## src/brc_pkg.sv

```systemverilog
package brc_pkg;

    // Field and datapath widths.
    localparam int PITCH_W  = 17;
    localparam int GYRO_W   = 16;
    localparam int YAW_W    = 9;
    localparam int ENC_W    = 16;
    localparam int TURN_W   = 16;
    localparam int DRIVE_W  = 14;
    localparam int GAIN_W   = 32;
    localparam int TGT_W    = 16;

    localparam int IN_TDATA_W  = 96;
    localparam int OUT_TDATA_W = 32;

    // Multiplier operands and product.
    localparam int MUL_A_W = 32;
    localparam int MUL_B_W = 26;
    localparam int PROD_W  = MUL_A_W + MUL_B_W;

    // A product shifted down by at least 16 bits.
    localparam int TERM_W = PROD_W - 16;
    // Accumulators for the mixed terms and their final sum.
    localparam int ACC_W  = TERM_W + 4;
    localparam int SUM_W  = ACC_W + 1;

    // Speed filter: accumulator of raw products, and the filtered value in Q8.
    localparam int FACC_W = 42;
    localparam int FILT_W = 24;

    // Speed integral in Q8; wide enough for every allowed clamp bound.
    localparam int INTEG_W = 26;
    localparam int ISUM_W  = INTEG_W + 1;

    localparam int FRAC_SCALE = 256;

    // Microcode step counter.
    localparam int STEP_W = 4;

    // Arithmetic constants.
    localparam logic signed [MUL_A_W-1:0] FILT_NEW = 32'sd19661;
    localparam logic signed [MUL_A_W-1:0] FILT_OLD = 32'sd45875;
    localparam logic signed [GYRO_W:0]    GYRO_OFS = 17'sd22;
    localparam logic [TURN_W-1:0]         CMD_REMAP_MIN = 16'd100;
    localparam logic signed [TURN_W:0]    CMD_REMAP_OFS = 17'sd200;
    localparam logic [PROD_W-1:0]         BIAS_SH16 = PROD_W'(16'hFFFF);
    localparam logic [PROD_W-1:0]         BIAS_SH24 = PROD_W'(24'hFF_FFFF);
    localparam logic [FACC_W-1:0]         BIAS_FILT = FACC_W'(16'hFFFF);

    // Configuration register indexes.
    localparam int CFG_IDX_W = 8;
    localparam logic [CFG_IDX_W-1:0] REG_PITCH_TRIM   = 8'd0;
    localparam logic [CFG_IDX_W-1:0] REG_UPRIGHT_KP   = 8'd1;
    localparam logic [CFG_IDX_W-1:0] REG_UPRIGHT_KD   = 8'd2;
    localparam logic [CFG_IDX_W-1:0] REG_SPEED_KP     = 8'd3;
    localparam logic [CFG_IDX_W-1:0] REG_SPEED_KI     = 8'd4;
    localparam logic [CFG_IDX_W-1:0] REG_STEER_KP     = 8'd5;
    localparam logic [CFG_IDX_W-1:0] REG_STEER_KD     = 8'd6;
    localparam logic [CFG_IDX_W-1:0] REG_SPEED_TARGET = 8'd7;

    // Default parameter values.
    localparam int DEF_DRIVE_LIMIT      = 7000;
    localparam int DEF_INTEGRAL_MAX     = 300;
    localparam int DEF_INTEGRAL_MIN_MAG = 200;

    typedef struct packed {
        logic signed [PITCH_W-1:0] pitch_trim;
        logic signed [GAIN_W-1:0]  upright_kp;
        logic signed [GAIN_W-1:0]  upright_kd;
        logic signed [GAIN_W-1:0]  speed_kp;
        logic signed [GAIN_W-1:0]  speed_ki;
        logic signed [GAIN_W-1:0]  steer_kp;
        logic signed [GAIN_W-1:0]  steer_kd;
        logic signed [TGT_W-1:0]   speed_target;
    } t_cfg;

    localparam t_cfg CFG_RESET = '{
        pitch_trim:   -17'sd538,
        upright_kp:   -32'sd23592960,
        upright_kd:   -32'sd78643,
        speed_kp:     32'sd2424832,
        speed_ki:     32'sd12124,
        steer_kp:     32'sd983040,
        steer_kd:     32'sd11796,
        speed_target: 16'sd10
    };

    // Sequencing of the step counter.
    typedef enum logic [1:0] {
        SEQ_WAIT,
        SEQ_NEXT,
        SEQ_DONE
    } t_seq_op;

    // Operand pair presented to the shared multiplier.
    typedef enum logic [3:0] {
        MUL_NONE,
        MUL_UP_KP,
        MUL_UP_KD,
        MUL_FILT_NEW,
        MUL_FILT_OLD,
        MUL_SPD_KP,
        MUL_SPD_KI,
        MUL_STR_KP,
        MUL_STR_KD
    } t_mul_sel;

    // Use of the product registered in the previous step.
    typedef enum logic [2:0] {
        ACC_NONE,
        ACC_BASE_ADD,
        ACC_BASE_SUB,
        ACC_STEER_SUB,
        ACC_FILT_LOAD,
        ACC_FILT_ADD
    } t_acc_op;

    // State updates beside the accumulators.
    typedef enum logic [1:0] {
        MISC_NONE,
        MISC_FILT,
        MISC_INTEG
    } t_misc_op;

    typedef struct packed {
        t_seq_op  seq;
        t_mul_sel mul_sel;
        t_acc_op  acc_op;
        logic     shift24;
        t_misc_op misc_op;
    } t_uword;

    typedef struct packed {
        t_mul_sel mul_sel;
        t_acc_op  acc_op;
        logic     shift24;
        t_misc_op misc_op;
        logic     capture;
        logic     out_load;
    } t_ctrl;

    // Control program. Each product is used in the step after the one that selects its operands.
    function automatic t_uword ucode_word(input logic [STEP_W-1:0] step);
        t_uword w;
        w = '{seq: SEQ_NEXT, mul_sel: MUL_NONE, acc_op: ACC_NONE, shift24: 1'b0,
              misc_op: MISC_NONE};
        case (step)
            4'd0: w.seq = SEQ_WAIT;
            4'd1: w.mul_sel = MUL_UP_KP;
            4'd2: begin
                w.mul_sel = MUL_UP_KD;
                w.acc_op  = ACC_BASE_ADD;
                w.shift24 = 1'b1;
            end
            4'd3: begin
                w.mul_sel = MUL_FILT_NEW;
                w.acc_op  = ACC_BASE_ADD;
            end
            4'd4: begin
                w.mul_sel = MUL_FILT_OLD;
                w.acc_op  = ACC_FILT_LOAD;
            end
            4'd5: begin
                w.mul_sel = MUL_STR_KP;
                w.acc_op  = ACC_FILT_ADD;
            end
            4'd6: begin
                w.mul_sel = MUL_STR_KD;
                w.acc_op  = ACC_STEER_SUB;
                w.misc_op = MISC_FILT;
            end
            4'd7: begin
                w.mul_sel = MUL_SPD_KP;
                w.acc_op  = ACC_STEER_SUB;
                w.misc_op = MISC_INTEG;
            end
            4'd8: begin
                w.mul_sel = MUL_SPD_KI;
                w.acc_op  = ACC_BASE_SUB;
                w.shift24 = 1'b1;
            end
            4'd9: begin
                w.acc_op  = ACC_BASE_SUB;
                w.shift24 = 1'b1;
            end
            4'd10: w.seq = SEQ_DONE;
            default: w.seq = SEQ_WAIT;
        endcase
        return w;
    endfunction

endpackage

```

## src/brc_sequencer.sv

```systemverilog
module brc_sequencer
    import brc_pkg::*;
(
    input  logic  i_clk,
    input  logic  i_rst_n,
    input  logic  i_in_valid,
    output logic  o_in_ready,
    input  logic  i_out_ready,
    output logic  o_out_valid,
    output t_ctrl o_ctrl
);

    logic [STEP_W-1:0] r_step;
    logic [STEP_W-1:0] n_step;
    logic              r_out_valid;
    logic              n_out_valid;
    t_uword            w_word;
    logic              w_accept;
    logic              w_stall;

    // Control word of the current step.
    always_comb begin
        w_word = ucode_word(r_step);
    end

    // Input is taken only at the wait step; the last step holds while the result slot is full.
    assign o_in_ready = (w_word.seq == SEQ_WAIT);
    assign w_accept   = o_in_ready && i_in_valid;
    assign w_stall    = (w_word.seq == SEQ_DONE) && r_out_valid && !i_out_ready;

    // Step counter with its conditional jumps.
    always_comb begin
        case (w_word.seq)
            SEQ_WAIT: n_step = w_accept ? STEP_W'(1) : '0;
            SEQ_NEXT: n_step = STEP_W'(r_step + 1'b1);
            SEQ_DONE: n_step = w_stall ? r_step : '0;
            default:  n_step = '0;
        endcase
    end

    // Result slot occupancy.
    always_comb begin
        if ((w_word.seq == SEQ_DONE) && !w_stall) begin
            n_out_valid = 1'b1;
        end else if (i_out_ready) begin
            n_out_valid = 1'b0;
        end else begin
            n_out_valid = r_out_valid;
        end
    end

    always_ff @(posedge i_clk) begin
        if (!i_rst_n) begin
            r_step      <= '0;
            r_out_valid <= 1'b0;
        end else begin
            r_step      <= n_step;
            r_out_valid <= n_out_valid;
        end
    end

    // Datapath controls.
    always_comb begin
        o_ctrl.mul_sel  = w_word.mul_sel;
        o_ctrl.acc_op   = w_word.acc_op;
        o_ctrl.shift24  = w_word.shift24;
        o_ctrl.misc_op  = w_word.misc_op;
        o_ctrl.capture  = w_accept;
        o_ctrl.out_load = (w_word.seq == SEQ_DONE) && !w_stall;
    end

    assign o_out_valid = r_out_valid;

endmodule

```

## src/brc_datapath.sv

```systemverilog
module brc_datapath
    import brc_pkg::*;
#(
    parameter int DRIVE_LIMIT      = DEF_DRIVE_LIMIT,
    parameter int INTEGRAL_MAX     = DEF_INTEGRAL_MAX,
    parameter int INTEGRAL_MIN_MAG = DEF_INTEGRAL_MIN_MAG
) (
    input  logic                      i_clk,
    input  logic                      i_rst_n,
    input  t_ctrl                     i_ctrl,
    input  t_cfg                      i_cfg,
    input  logic signed [PITCH_W-1:0] i_pitch,
    input  logic signed [GYRO_W-1:0]  i_gyro_y,
    input  logic signed [YAW_W-1:0]   i_yaw_deg,
    input  logic signed [ENC_W-1:0]   i_wheel_count_l,
    input  logic signed [ENC_W-1:0]   i_wheel_count_r,
    input  logic [TURN_W-1:0]         i_turn_command,
    input  logic                      i_enable,
    output logic signed [DRIVE_W-1:0] o_left_drive,
    output logic signed [DRIVE_W-1:0] o_right_drive
);

    localparam logic signed [ISUM_W-1:0] INTEG_HI = ISUM_W'(INTEGRAL_MAX * FRAC_SCALE);
    localparam logic signed [ISUM_W-1:0] INTEG_LO = ISUM_W'(-(INTEGRAL_MIN_MAG * FRAC_SCALE));
    localparam logic signed [SUM_W-1:0]  DRV_HI   = SUM_W'(DRIVE_LIMIT);
    localparam logic signed [SUM_W-1:0]  DRV_LO   = SUM_W'(-DRIVE_LIMIT);

    // Captured item.
    logic signed [PITCH_W-1:0] r_pitch;
    logic signed [GYRO_W-1:0]  r_gyro_y;
    logic signed [YAW_W-1:0]   r_yaw_deg;
    logic signed [ENC_W-1:0]   r_enc_l;
    logic signed [ENC_W-1:0]   r_enc_r;
    logic [TURN_W-1:0]         r_turn;
    logic                      r_enable;

    // Multiplier and accumulators.
    logic signed [PROD_W-1:0]  r_prod;
    logic signed [ACC_W-1:0]   r_base;
    logic signed [ACC_W-1:0]   r_steer;
    logic signed [FACC_W-1:0]  r_facc;
    logic signed [FILT_W-1:0]  r_filt;
    logic signed [INTEG_W-1:0] r_integ;
    logic signed [DRIVE_W-1:0] r_left;
    logic signed [DRIVE_W-1:0] r_right;

    logic signed [PITCH_W:0]   w_pitch_err;
    logic signed [GYRO_W:0]    w_gyro_ofs;
    logic signed [ENC_W:0]     w_enc_sum;
    logic signed [FILT_W-1:0]  w_mean;
    logic signed [TURN_W:0]    w_cmd_raw;
    logic signed [TURN_W:0]    w_cmd;
    logic signed [MUL_A_W-1:0] w_mul_a;
    logic signed [MUL_B_W-1:0] w_mul_b;
    logic signed [PROD_W-1:0]  w_bias;
    logic signed [PROD_W-1:0]  w_rnd;
    logic signed [PROD_W-1:0]  w_shifted;
    logic signed [TERM_W-1:0]  w_term;
    logic signed [FACC_W-1:0]  w_raw;
    logic signed [FACC_W-1:0]  w_facc_rnd;
    logic signed [FACC_W-1:0]  w_facc_sh;
    logic signed [FILT_W-1:0]  w_tgt_q8;
    logic signed [ISUM_W-1:0]  w_isum;
    logic signed [ISUM_W-1:0]  w_iclamp;
    logic signed [SUM_W-1:0]   w_left_sum;
    logic signed [SUM_W-1:0]   w_right_sum;

    // Clamp a mixed drive value to the limit and keep the port bits.
    function automatic logic [DRIVE_W-1:0] sat_drive(input logic signed [SUM_W-1:0] v);
        logic signed [SUM_W-1:0] c;
        if (v > DRV_HI) begin
            c = DRV_HI;
        end else if (v < DRV_LO) begin
            c = DRV_LO;
        end else begin
            c = v;
        end
        return c[DRIVE_W-1:0];
    endfunction

    // Capture the item when it is accepted.
    always_ff @(posedge i_clk) begin
        if (i_ctrl.capture) begin
            r_pitch   <= i_pitch;
            r_gyro_y  <= i_gyro_y;
            r_yaw_deg <= i_yaw_deg;
            r_enc_l   <= i_wheel_count_l;
            r_enc_r   <= i_wheel_count_r;
            r_turn    <= i_turn_command;
            r_enable  <= i_enable;
        end
    end

    // Operand preparation: offsets, wheel mean in Q8 and command remap.
    always_comb begin
        w_pitch_err = (PITCH_W + 1)'(r_pitch) - (PITCH_W + 1)'(i_cfg.pitch_trim);
        w_gyro_ofs  = (GYRO_W + 1)'(r_gyro_y) + GYRO_OFS;
        w_enc_sum   = (ENC_W + 1)'(r_enc_l) + (ENC_W + 1)'(r_enc_r);
        w_mean      = {w_enc_sum, 7'd0};
        w_cmd_raw   = signed'({1'b0, r_turn});
        w_cmd       = (r_turn >= CMD_REMAP_MIN) ? (w_cmd_raw - CMD_REMAP_OFS) : w_cmd_raw;
    end

    // Operand selection for the shared multiplier.
    always_comb begin
        case (i_ctrl.mul_sel)
            MUL_UP_KP: begin
                w_mul_a = i_cfg.upright_kp;
                w_mul_b = MUL_B_W'(w_pitch_err);
            end
            MUL_UP_KD: begin
                w_mul_a = i_cfg.upright_kd;
                w_mul_b = MUL_B_W'(w_gyro_ofs);
            end
            MUL_FILT_NEW: begin
                w_mul_a = FILT_NEW;
                w_mul_b = MUL_B_W'(w_mean);
            end
            MUL_FILT_OLD: begin
                w_mul_a = FILT_OLD;
                w_mul_b = MUL_B_W'(r_filt);
            end
            MUL_SPD_KP: begin
                w_mul_a = i_cfg.speed_kp;
                w_mul_b = MUL_B_W'(r_filt);
            end
            MUL_SPD_KI: begin
                w_mul_a = i_cfg.speed_ki;
                w_mul_b = MUL_B_W'(r_integ);
            end
            MUL_STR_KP: begin
                w_mul_a = i_cfg.steer_kp;
                w_mul_b = MUL_B_W'(w_cmd);
            end
            MUL_STR_KD: begin
                w_mul_a = i_cfg.steer_kd;
                w_mul_b = MUL_B_W'(r_yaw_deg);
            end
            default: begin
                w_mul_a = '0;
                w_mul_b = '0;
            end
        endcase
    end

    always_ff @(posedge i_clk) begin
        r_prod <= w_mul_a * w_mul_b;
    end

    // Product shifted down with truncation toward zero.
    always_comb begin
        if (r_prod[PROD_W-1]) begin
            w_bias = i_ctrl.shift24 ? signed'(BIAS_SH24) : signed'(BIAS_SH16);
        end else begin
            w_bias = '0;
        end
        w_rnd     = r_prod + w_bias;
        w_shifted = i_ctrl.shift24 ? (w_rnd >>> 24) : (w_rnd >>> 16);
        w_term    = w_shifted[TERM_W-1:0];
        w_raw     = r_prod[FACC_W-1:0];
    end

    // Term accumulators and the filter's raw sum.
    always_ff @(posedge i_clk) begin
        if (i_ctrl.capture) begin
            r_base  <= '0;
            r_steer <= '0;
        end else begin
            case (i_ctrl.acc_op)
                ACC_BASE_ADD:  r_base  <= r_base + ACC_W'(w_term);
                ACC_BASE_SUB:  r_base  <= r_base - ACC_W'(w_term);
                ACC_STEER_SUB: r_steer <= r_steer - ACC_W'(w_term);
                ACC_FILT_LOAD: r_facc  <= w_raw;
                ACC_FILT_ADD:  r_facc  <= r_facc + w_raw;
                default: ;
            endcase
        end
    end

    // Filter output in Q8 and the clamped speed integral.
    always_comb begin
        w_facc_rnd = r_facc + (r_facc[FACC_W-1] ? signed'(BIAS_FILT) : FACC_W'(0));
        w_facc_sh  = w_facc_rnd >>> 16;
        w_tgt_q8   = {i_cfg.speed_target, 8'd0};
        w_isum     = ISUM_W'(r_integ) + ISUM_W'(r_filt) - ISUM_W'(w_tgt_q8);
        if (w_isum > INTEG_HI) begin
            w_iclamp = INTEG_HI;
        end else if (w_isum < INTEG_LO) begin
            w_iclamp = INTEG_LO;
        end else begin
            w_iclamp = w_isum;
        end
    end

    always_ff @(posedge i_clk) begin
        if (!i_rst_n) begin
            r_filt  <= '0;
            r_integ <= '0;
        end else begin
            case (i_ctrl.misc_op)
                MISC_FILT:  r_filt  <= w_facc_sh[FILT_W-1:0];
                MISC_INTEG: r_integ <= r_enable ? INTEG_W'(w_iclamp) : '0;
                default: ;
            endcase
        end
    end

    // Wheel mix and saturation into the result register.
    always_comb begin
        w_left_sum  = SUM_W'(r_base) + SUM_W'(r_steer);
        w_right_sum = SUM_W'(r_base) - SUM_W'(r_steer);
    end

    always_ff @(posedge i_clk) begin
        if (i_ctrl.out_load) begin
            r_left  <= sat_drive(w_left_sum);
            r_right <= sat_drive(w_right_sum);
        end
    end

    assign o_left_drive  = r_left;
    assign o_right_drive = r_right;

endmodule

```

## src/balance_robot_cascade_controller.sv

```systemverilog
// Channel  | Direction | Handshake                    | Content
// ---------+-----------+------------------------------+------------------------------------
// s_axis   | in        | s_axis_tvalid/s_axis_tready  | one control tick (sensors, command)
// m_axis   | out       | m_axis_tvalid/m_axis_tready  | left and right wheel drive
// cfg      | in        | i_cfg_valid/o_cfg_ready      | gain, trim and target registers
//
// A tick is accepted when the sequencer sits at its wait step; its result is loaded into the output
// register at the last step, and the next tick is taken only once the program is back at its wait
// step. The microcode steps share one 32x26 multiplier.
// Reset loads the register defaults and clears the speed filter and the speed integral.
// A result waiting for m_axis_tready does not block the next tick; the program holds at its
// last step only if the previous result has still not been taken.
module balance_robot_cascade_controller
    import brc_pkg::*;
#(
    parameter int DRIVE_LIMIT      = DEF_DRIVE_LIMIT,
    parameter int INTEGRAL_MAX     = DEF_INTEGRAL_MAX,
    parameter int INTEGRAL_MIN_MAG = DEF_INTEGRAL_MIN_MAG
) (
    input  logic                   i_clk,
    input  logic                   i_rst_n,
    input  logic                   s_axis_tvalid,
    output logic                   s_axis_tready,
    // pitch[16:0], gyro_y[32:17], yaw_deg[41:33], wheel_count_l[57:42],
    // wheel_count_r[73:58], turn_command[89:74], zero fill [95:90]
    input  logic [IN_TDATA_W-1:0]  s_axis_tdata,
    // enable[0]
    input  logic                   s_axis_tuser,
    output logic                   m_axis_tvalid,
    input  logic                   m_axis_tready,
    // left_drive[13:0], right_drive[27:14], zero fill [31:28]
    output logic [OUT_TDATA_W-1:0] m_axis_tdata,
    input  logic                   i_cfg_valid,
    output logic                   o_cfg_ready,
    input  logic [CFG_IDX_W-1:0]   i_cfg_index,
    input  logic [GAIN_W-1:0]      i_cfg_data
);

    t_cfg                      r_cfg;
    t_ctrl                     w_ctrl;
    logic signed [DRIVE_W-1:0] w_left_drive;
    logic signed [DRIVE_W-1:0] w_right_drive;

    // Register writes; an index beyond the register list is dropped.
    assign o_cfg_ready = 1'b1;

    always_ff @(posedge i_clk) begin
        if (!i_rst_n) begin
            r_cfg <= CFG_RESET;
        end else if (i_cfg_valid && o_cfg_ready) begin
            case (i_cfg_index)
                REG_PITCH_TRIM:   r_cfg.pitch_trim   <= i_cfg_data[PITCH_W-1:0];
                REG_UPRIGHT_KP:   r_cfg.upright_kp   <= i_cfg_data;
                REG_UPRIGHT_KD:   r_cfg.upright_kd   <= i_cfg_data;
                REG_SPEED_KP:     r_cfg.speed_kp     <= i_cfg_data;
                REG_SPEED_KI:     r_cfg.speed_ki     <= i_cfg_data;
                REG_STEER_KP:     r_cfg.steer_kp     <= i_cfg_data;
                REG_STEER_KD:     r_cfg.steer_kd     <= i_cfg_data;
                REG_SPEED_TARGET: r_cfg.speed_target <= i_cfg_data[TGT_W-1:0];
                default: ;
            endcase
        end
    end

    brc_sequencer u_seq (
        .i_clk       (i_clk),
        .i_rst_n     (i_rst_n),
        .i_in_valid  (s_axis_tvalid),
        .o_in_ready  (s_axis_tready),
        .i_out_ready (m_axis_tready),
        .o_out_valid (m_axis_tvalid),
        .o_ctrl      (w_ctrl)
    );

    brc_datapath #(
        .DRIVE_LIMIT      (DRIVE_LIMIT),
        .INTEGRAL_MAX     (INTEGRAL_MAX),
        .INTEGRAL_MIN_MAG (INTEGRAL_MIN_MAG)
    ) u_dp (
        .i_clk           (i_clk),
        .i_rst_n         (i_rst_n),
        .i_ctrl          (w_ctrl),
        .i_cfg           (r_cfg),
        .i_pitch         (s_axis_tdata[16:0]),
        .i_gyro_y        (s_axis_tdata[32:17]),
        .i_yaw_deg       (s_axis_tdata[41:33]),
        .i_wheel_count_l (s_axis_tdata[57:42]),
        .i_wheel_count_r (s_axis_tdata[73:58]),
        .i_turn_command  (s_axis_tdata[89:74]),
        .i_enable        (s_axis_tuser),
        .o_left_drive    (w_left_drive),
        .o_right_drive   (w_right_drive)
    );

    assign m_axis_tdata = {4'd0, w_right_drive, w_left_drive};

    // Once a tick is taken, the sequencer is busy with it in the next cycle.
    a_busy_after_accept: assert property (@(posedge i_clk) disable iff (!i_rst_n)
        (s_axis_tvalid && s_axis_tready) |=> !s_axis_tready)
        else $error("input still ready right after a tick was taken");

    // A new result appears only as the program returns to its wait step.
    a_result_at_wait: assert property (@(posedge i_clk) disable iff (!i_rst_n)
        $rose(m_axis_tvalid) |-> s_axis_tready)
        else $error("result raised outside the end of the program");

    // The result register is never loaded over a result that has not been taken.
    a_no_overwrite: assert property (@(posedge i_clk) disable iff (!i_rst_n)
        w_ctrl.out_load |-> (!m_axis_tvalid || m_axis_tready))
        else $error("pending result overwritten");

endmodule
```

## config.mk

```make
export PLATFORM = sky130hd
export DESIGN_NAME = balance_robot_cascade_controller
export DESIGN_NICKNAME = d
export VERILOG_FILES = /design/src/brc_pkg.sv /design/src/brc_sequencer.sv /design/src/brc_datapath.sv /design/src/balance_robot_cascade_controller.sv
export SDC_FILE = /design/constraint.sdc
export NUM_CORES = 2
export LEC_CHECK = 0
export BUFFER_PORTS_ARGS = -buffer_cell sky130_fd_sc_hd__buf_2
export CORE_UTILIZATION = 65
export CTS_BUF_LIST = sky130_fd_sc_hd__clkbuf_16
export DETAILED_ROUTE_END_ITERATION = 12
export GPL_TIMING_DRIVEN = 1
export HOLD_SLACK_MARGIN = 0.02
export PLACE_DENSITY = 0.83
export SLEW_MARGIN = 15
export SYNTH_ARGS = -nofsm -noshare
export SYNTH_HDL_FRONTEND = slang
export SYNTH_SLANG_ARGS = --single-unit
```

## constraint.sdc

```tcl
create_clock -name i_clk -period 10.96 [get_ports i_clk]
set_input_delay 0 -clock i_clk [delete_from_list [all_inputs] [get_ports i_clk]]
set_output_delay 0 -clock i_clk [all_outputs]
set_load 0.05 [all_outputs]
```

# Word-level counts from Yosys, hierarchy flattened
# Index checks and enable logic that the tools add are counted.
[word_totals]
ff_bits = 591
in_bits = 142
output_inout_bits = 35
wordCells = 138
[classes]
n_addsub = 15
multipliers = 1
magnitude_cmp = 7
n_eq_ne = 35
mux = 24
bitwise = 1
n_reduce_logical = 28
[op_table]
columns = ["cell", "count"]
rows = [
  ["32-bit one-hot mux with 8 select lines", 1],
  ["26-bit one-hot mux with 7 select lines", 1],
  ["47-bit by 14-bit greater-than comparator with 1-bit output, second input constant", 2],
  ["47-bit by 14-bit < comparator with 1-bit output, second input constant", 2],
  ["46-bit one-hot mux with 2 select lines", 1],
  ["46-bit by 42-bit subtractor with 46-bit output", 2],
  ["42-bit one-hot mux with 2 select lines", 1],
  ["26-bit 2-to-1 mux", 3],
  ["58-bit adder", 1],
  ["32-bit by 26-bit multiplier with 58-bit output", 1],
  ["58-bit 2-to-1 mux", 1],
  ["46-bit by 46-bit adder with 47-bit output", 1],
  ["46-bit by 46-bit subtractor with 47-bit output", 1],
  ["46-bit by 42-bit adder with 46-bit output", 1],
  ["42-bit adder", 1],
  ["41-bit 2-to-1 mux", 1],
  ["40-bit adder", 1],
  ["4-bit by 3-bit equality test with 1-bit output, second input constant", 8],
  ["8-bit by 3-bit equality test with 1-bit output, second input constant", 4],
  ["4-bit one-hot mux with 8 select lines", 1],
  ["14-bit 2-to-1 mux", 2],
  ["26-bit by 24-bit adder with 27-bit output", 1],
  ["27-bit by 18-bit greater-than comparator with 1-bit output, second input constant", 1],
  ["27-bit by 17-bit < comparator with 1-bit output, second input constant", 1],
  ["36 further kinds", 71],
]

# Depth between registers and ports, before layout
[logic_depth]
word_depth = 9
depth_mapped = 45
depth_no_buf = 44

# Modules after synthesis
# Synthesis repeated with hierarchy kept, for this count alone.
[unflattened]
hier_cells = 8456
area_unflattened_um2 = 72286.8
[by_module_without_submodules]
columns = ["mod", "instances", "cells_each", "area_per_inst_um2", "seq_area_each_um2"]
rows = [
  ["brc_datapath", 1, 7567, 63145.6, 8838.5],
  ["balance_robot_cascade_controller", 1, 821, 8607.0, 4504.3],
  ["brc_sequencer", 1, 68, 534.3, 100.1],
]

# Worst setup path after synthesis
# Ideal clock, no wire load.
[synth_timing]
kind = "register to register"
startpoint = "reg u_dp.r_pitch[1]"
endpoint = "reg u_dp.r_prod[57]"
setup_ns = 0.072
arrival_ns = 9.986
required_ns = 10.888
slack_ns = 0.902
path_stages_with_launch = 43
n_path_buf = 3
period_less_slack_ns = 10.058
path_cell_list = "edfxtp_1 -> ha_1 -> nor2b_1 -> o21ai_0 -> a21boi_0 -> o21ai_0 -> a21boi_0 -> o21ai_0 -> a21o_1 -> a211oi_1 -> o41a_1 -> o41a_1 -> clkbuf_1 -> nand2_1 -> clkbuf_1 -> clkbuf_1 -> nand2_1 -> fa_1 -> [7 not listed] -> fa_1 -> inv_1 -> fa_1 -> inv_1 -> ha_1 -> a21o_1 -> a21o_1 -> a32o_1 -> a311o_1 -> a31oi_1 -> o31ai_1 -> a31oi_1 -> a211oi_1 -> o31ai_1 -> o31a_1 -> o21ai_0 -> a21oi_1 -> xnor2_1"
[synth_via]
elab_chain_cells = 3
[synth_rtl]
columns = ["item", "line", "rtl"]
rows = [
  ["start, declared", "brc_datapath.sv:29", "logic signed [PITCH_W-1:0] r_pitch;"],
  ["start signal, assigned", "brc_datapath.sv:84", "r_pitch <= i_pitch;"],
  ["17-bit by 17-bit subtractor with 18-bit output", "brc_datapath.sv:96", "w_pitch_err = (PITCH_W + 1)'(r_pitch) - (PITCH_W + 1)'(i_cfg.pitch_trim);"],
  ["26-bit one-hot mux with 7 select lines", "brc_datapath.sv:106", "case (i_ctrl.mul_sel)"],
  ["32-bit by 26-bit multiplier with 58-bit output", "brc_datapath.sv:147", "r_prod <= w_mul_a * w_mul_b;"],
  ["end signal, assigned", "brc_datapath.sv:147", ""],
  ["end, declared", "brc_datapath.sv:38", "logic signed [PROD_W-1:0] r_prod;"],
]
# Every way passes these cells.
# A chain may end at the register's enable or synchronous reset.

# Final worst setup path
# Same ends and word-level chain as after synthesis.

==> results by group <==
Setup path
  • Crit Path Class: register to register
  • CP required: approximately 12000 ps
  • CP dominant cell by count: fa_1
  • Crit path max fanout: 18
  • Worst path max stage delay: 540 ps
  • Slowest CP cell: fa_1
  • Crit path arrival time: 11220 ps
  • Crit end category: register
  • CP Launch Type: register

Drt
  • Routed WL: 232000 µm
  • Initial DRT Pass Iterations: 9
  • DRT iter0 DRCs: around 7000
  • Routed Antenna Nets: 0
  • Vias: between 60000 and 70000
  • Routed WL per cell: about 23 µm
  • Avg Vias per Cell: about 6.3
  • DRC Markers: 0

Synth
  • Synth Register Bits: 591
  • Synth area leader: fa_1
  • Mapped Area: about 70000 µm²
  • Post-synth cell types: approximately 110
  • Ys flop type: dfxtp_1
  • Top-area cell type share of the netlist area: 0.247
  • Sequential area share after synthesis: 0.189
  • Synth Warn #: 0
  • Syn Area/Cell: 8.32 µm²
  • Top cells by count, synth: nand2_1 (1439), inv_1 (1177), fa_1 (880)
  • Post-synth EDFFs: between 150 and 200
  • Cells after Synth: 8553
  • FFs w/ async S/R, synth: 0
  • Count leader, synth: nand2_1
  • Area contributors post-synth: fa_1 (25%), dfxtp_1 (12%), ha_1 (8.6%)

Floorplanning
  • Row count: 121
  • Die width: 333 µm
  • Initial core utilization: 0.655
  • Num ports: around 180
  • Die Ht: 333 µm
  • Placeable Area: ~110000 µm²
  • Die Area: approximately 110000 µm²

Placement
  • Placed cells: 9954
  • RD Place Congestion: just over 1
  • Post-DP HPWL: between 150000 and 200000 µm
  • Port bufs: about 170

STA
  • Final hold vios: 0
  • Final setup vio count: 0
  • Worst-Margin Slew: between 1000 and 1500 ps
  • Pins Over Slew Limit: 0
  • Tcrit/Tclk final: 0.971
  • Clock skew: ~50 ps
  • Post-layout min period: 10640 ps
  • Worst Hold Slack: 36.5 ps
  • Max Freq: 94.0 MHz
  • Relative slew slack: 0.172

Layout
  • Filler Cell Count: approximately 8100
  • Final layout net count: 10300
  • Area growth syn-to-layout: 10.2%
  • Share of cells above drive strength 1: 0.0722
  • Fin cells: approximately 10000

CTS
  • CTS tree: done
  • Worst-Skew Late Latency: 700 ps
  • CTS buffer count: 69
  • H-tree levels: 3
  • Clk buf depth: 3
  • Root buffer cell: clkbuf_16
  • Clock sinks: slightly below 600
  • Worst-path clk slew: 70 ps

Status
  • Status: completed

Flow run
  • Max_cap viols: 0

Global routing
  • Largest net degree at the start of global routing: around 90
  • Global-route wire length before repair: 362000 µm
  • Initial antenna violation count: 16
  • Total GRT Usage: 0.418
  • Vias in the first global route: approximately 65000
  • GRT overflow: 0

Min path
  • Worst hold path class: input port to register

Pwr
  • Worst vdd ir: 0.532 mV
  • Power Total: 21.0 mW
  • Leakage: approximately 36 nW
  • Pwr Density: ~270 nW/µm²
-- cells by family (layout without fill, tap and decap cells) --
family | count (synthesis) | in the layout | synth area share
AOI/OAI and AO/OA | 1789 | 1789 | 0.164
xor gates and xnor gates | 405 | 405 | 0.0499
adders and majority gates | 1371 | 1371 | 0.334
buffers and inverters | 1577 | 1876 | 0.0846
DFF | 591 | 591 | 0.189
muxes | 29 | 29 | 0.00425
other | 2 | 13 | 0.000105
and+or+nand+nor | 2789 | 2789 | 0.175
-- sequential cells by signal, summed over array words and instances, names as in the netlist, 4 cells and up --
name / flops
u_dp.r_turn: 16
u_dp.r_pitch: 17
u_dp.r_gyro_y: 16
r_cfg: 225
u_dp.r_filt: 24
u_dp.r_prod: 58
u_seq.r_step: 4
u_dp.o_right_drive: 14
u_dp.r_enc_r: 16
u_dp.r_integ: 26
u_dp.r_enc_l: 16
u_dp.r_yaw_deg: 9
u_dp.o_left_drive: 14
u_dp.r_steer: 46
u_dp.r_base: 46
u_dp.r_facc: 42
-- cell type report --
| class | count | area [µm²] | share of cell area |
|---|---|---|---|
| well taps | 1414 | 1770 | 0.0225 |
| repair buffers | 563 | 4370 | 0.0556 |
| clock inverters | 58 | 531 | 0.00676 |
| inverters | 1185 | 4460 | 0.0568 |
| clock buffers | 70 | 1750 | 0.0223 |
| diodes | 8 | 20.0 | 0.000255 |
| flip-flops and latches | 591 | 13400 | 0.171 |
| multi-input cells | 6388 | 52100 | 0.664 |
-- layer usage --
metal / part of all wire / vias up / track usage
met3: 0.12 / 957 / 0.111
met1: 0.37 / 31200 / 0.519
li1: - / 28800 / -
met5: 0.00021 / - / 0
met4: 0.073 / 6 / 0.261
met2: 0.44 / 3881 / 0.651
-- power by group --
group          internal (mW)  total (mW)  switching [mW]  leakage, nW
clock                   1.30        2.35            1.04         1.16
combinational           6.20        15.8            9.60         29.9
sequential              2.60        2.89           0.291         4.99
total                   10.1        21.0            10.9         36.1
-- cell usage in the layout (no fill, tap or decap), drive strengths merged, types with 82 or more instances in the layout --
cell         count
nor2           513
nor3           128
xor2           143
a21oi          654
ha             491
nand2b          82
nand2         1439
o21ai          292
xnor2          262
a21o           139
fa             880
edfxtp         161
inv           1199
dlygate4sd3    177
buf            386
dfxtp          430
nand3          181
-- worst max-delay path: cells and delay by family, from the launching register on --
kind / cells / cell delay (ps)
xor+xnor: 1 / 130
simple gates: 3 / 450
fa+ha+maj: 9 / 4260
compound gates: 21 / 4690
flops: 1 / 460
buf+inv: 6 / 510
-- through the flow --
step / setup WS, ps / instance area [µm²] / setup TNS, ps / utilization
finish: 323 / 78500 / 0 / 0.722
global route: -31.2 / 78400 / -31.2 / 0.722
CTS: 47.9 / 78200 / 0 / 0.719
detailed placement: 54.4 / 74100 / 0 / 0.682
global placement: 349 / 74100 / 0 / 0.682
floorplan: 902 / 71200 / 0 / -
-- path summary, 6_finish.rpt --
kind / startpoint / to / slack [ps] / cells past startpoint
max: u_dp.r_pitch[1]$_DFFE_PP_ / u_dp.r_prod[57]$_DFF_P_ / 320 / 40
min reg2reg: r_cfg[131]$_SDFFE_PN0P_ / r_cfg[131]$_SDFFE_PN0P_ / 450 / 2
min: s_axis_tdata[61] / u_dp.r_enc_r[3]$_DFFE_PP_ / 40 / 2
max reg2reg: u_dp.r_pitch[1]$_DFFE_PP_ / u_dp.r_prod[57]$_DFF_P_ / 320 / 40
-- what timing repair did --
| item | 4_1_cts | 5_1_grt |
|---|---|---|
| setup buffers | 0 | 10 |
| hold endpoints to repair | 350 | 0 |
| gates resized for setup | 2 | 43 |
| pin swaps | 1 | 10 |
| hold buffers | 177 | 0 |
| endpoints found under the setup margin | 2 | 23 |
Note: power is estimated with default switching activity, not from simulation.
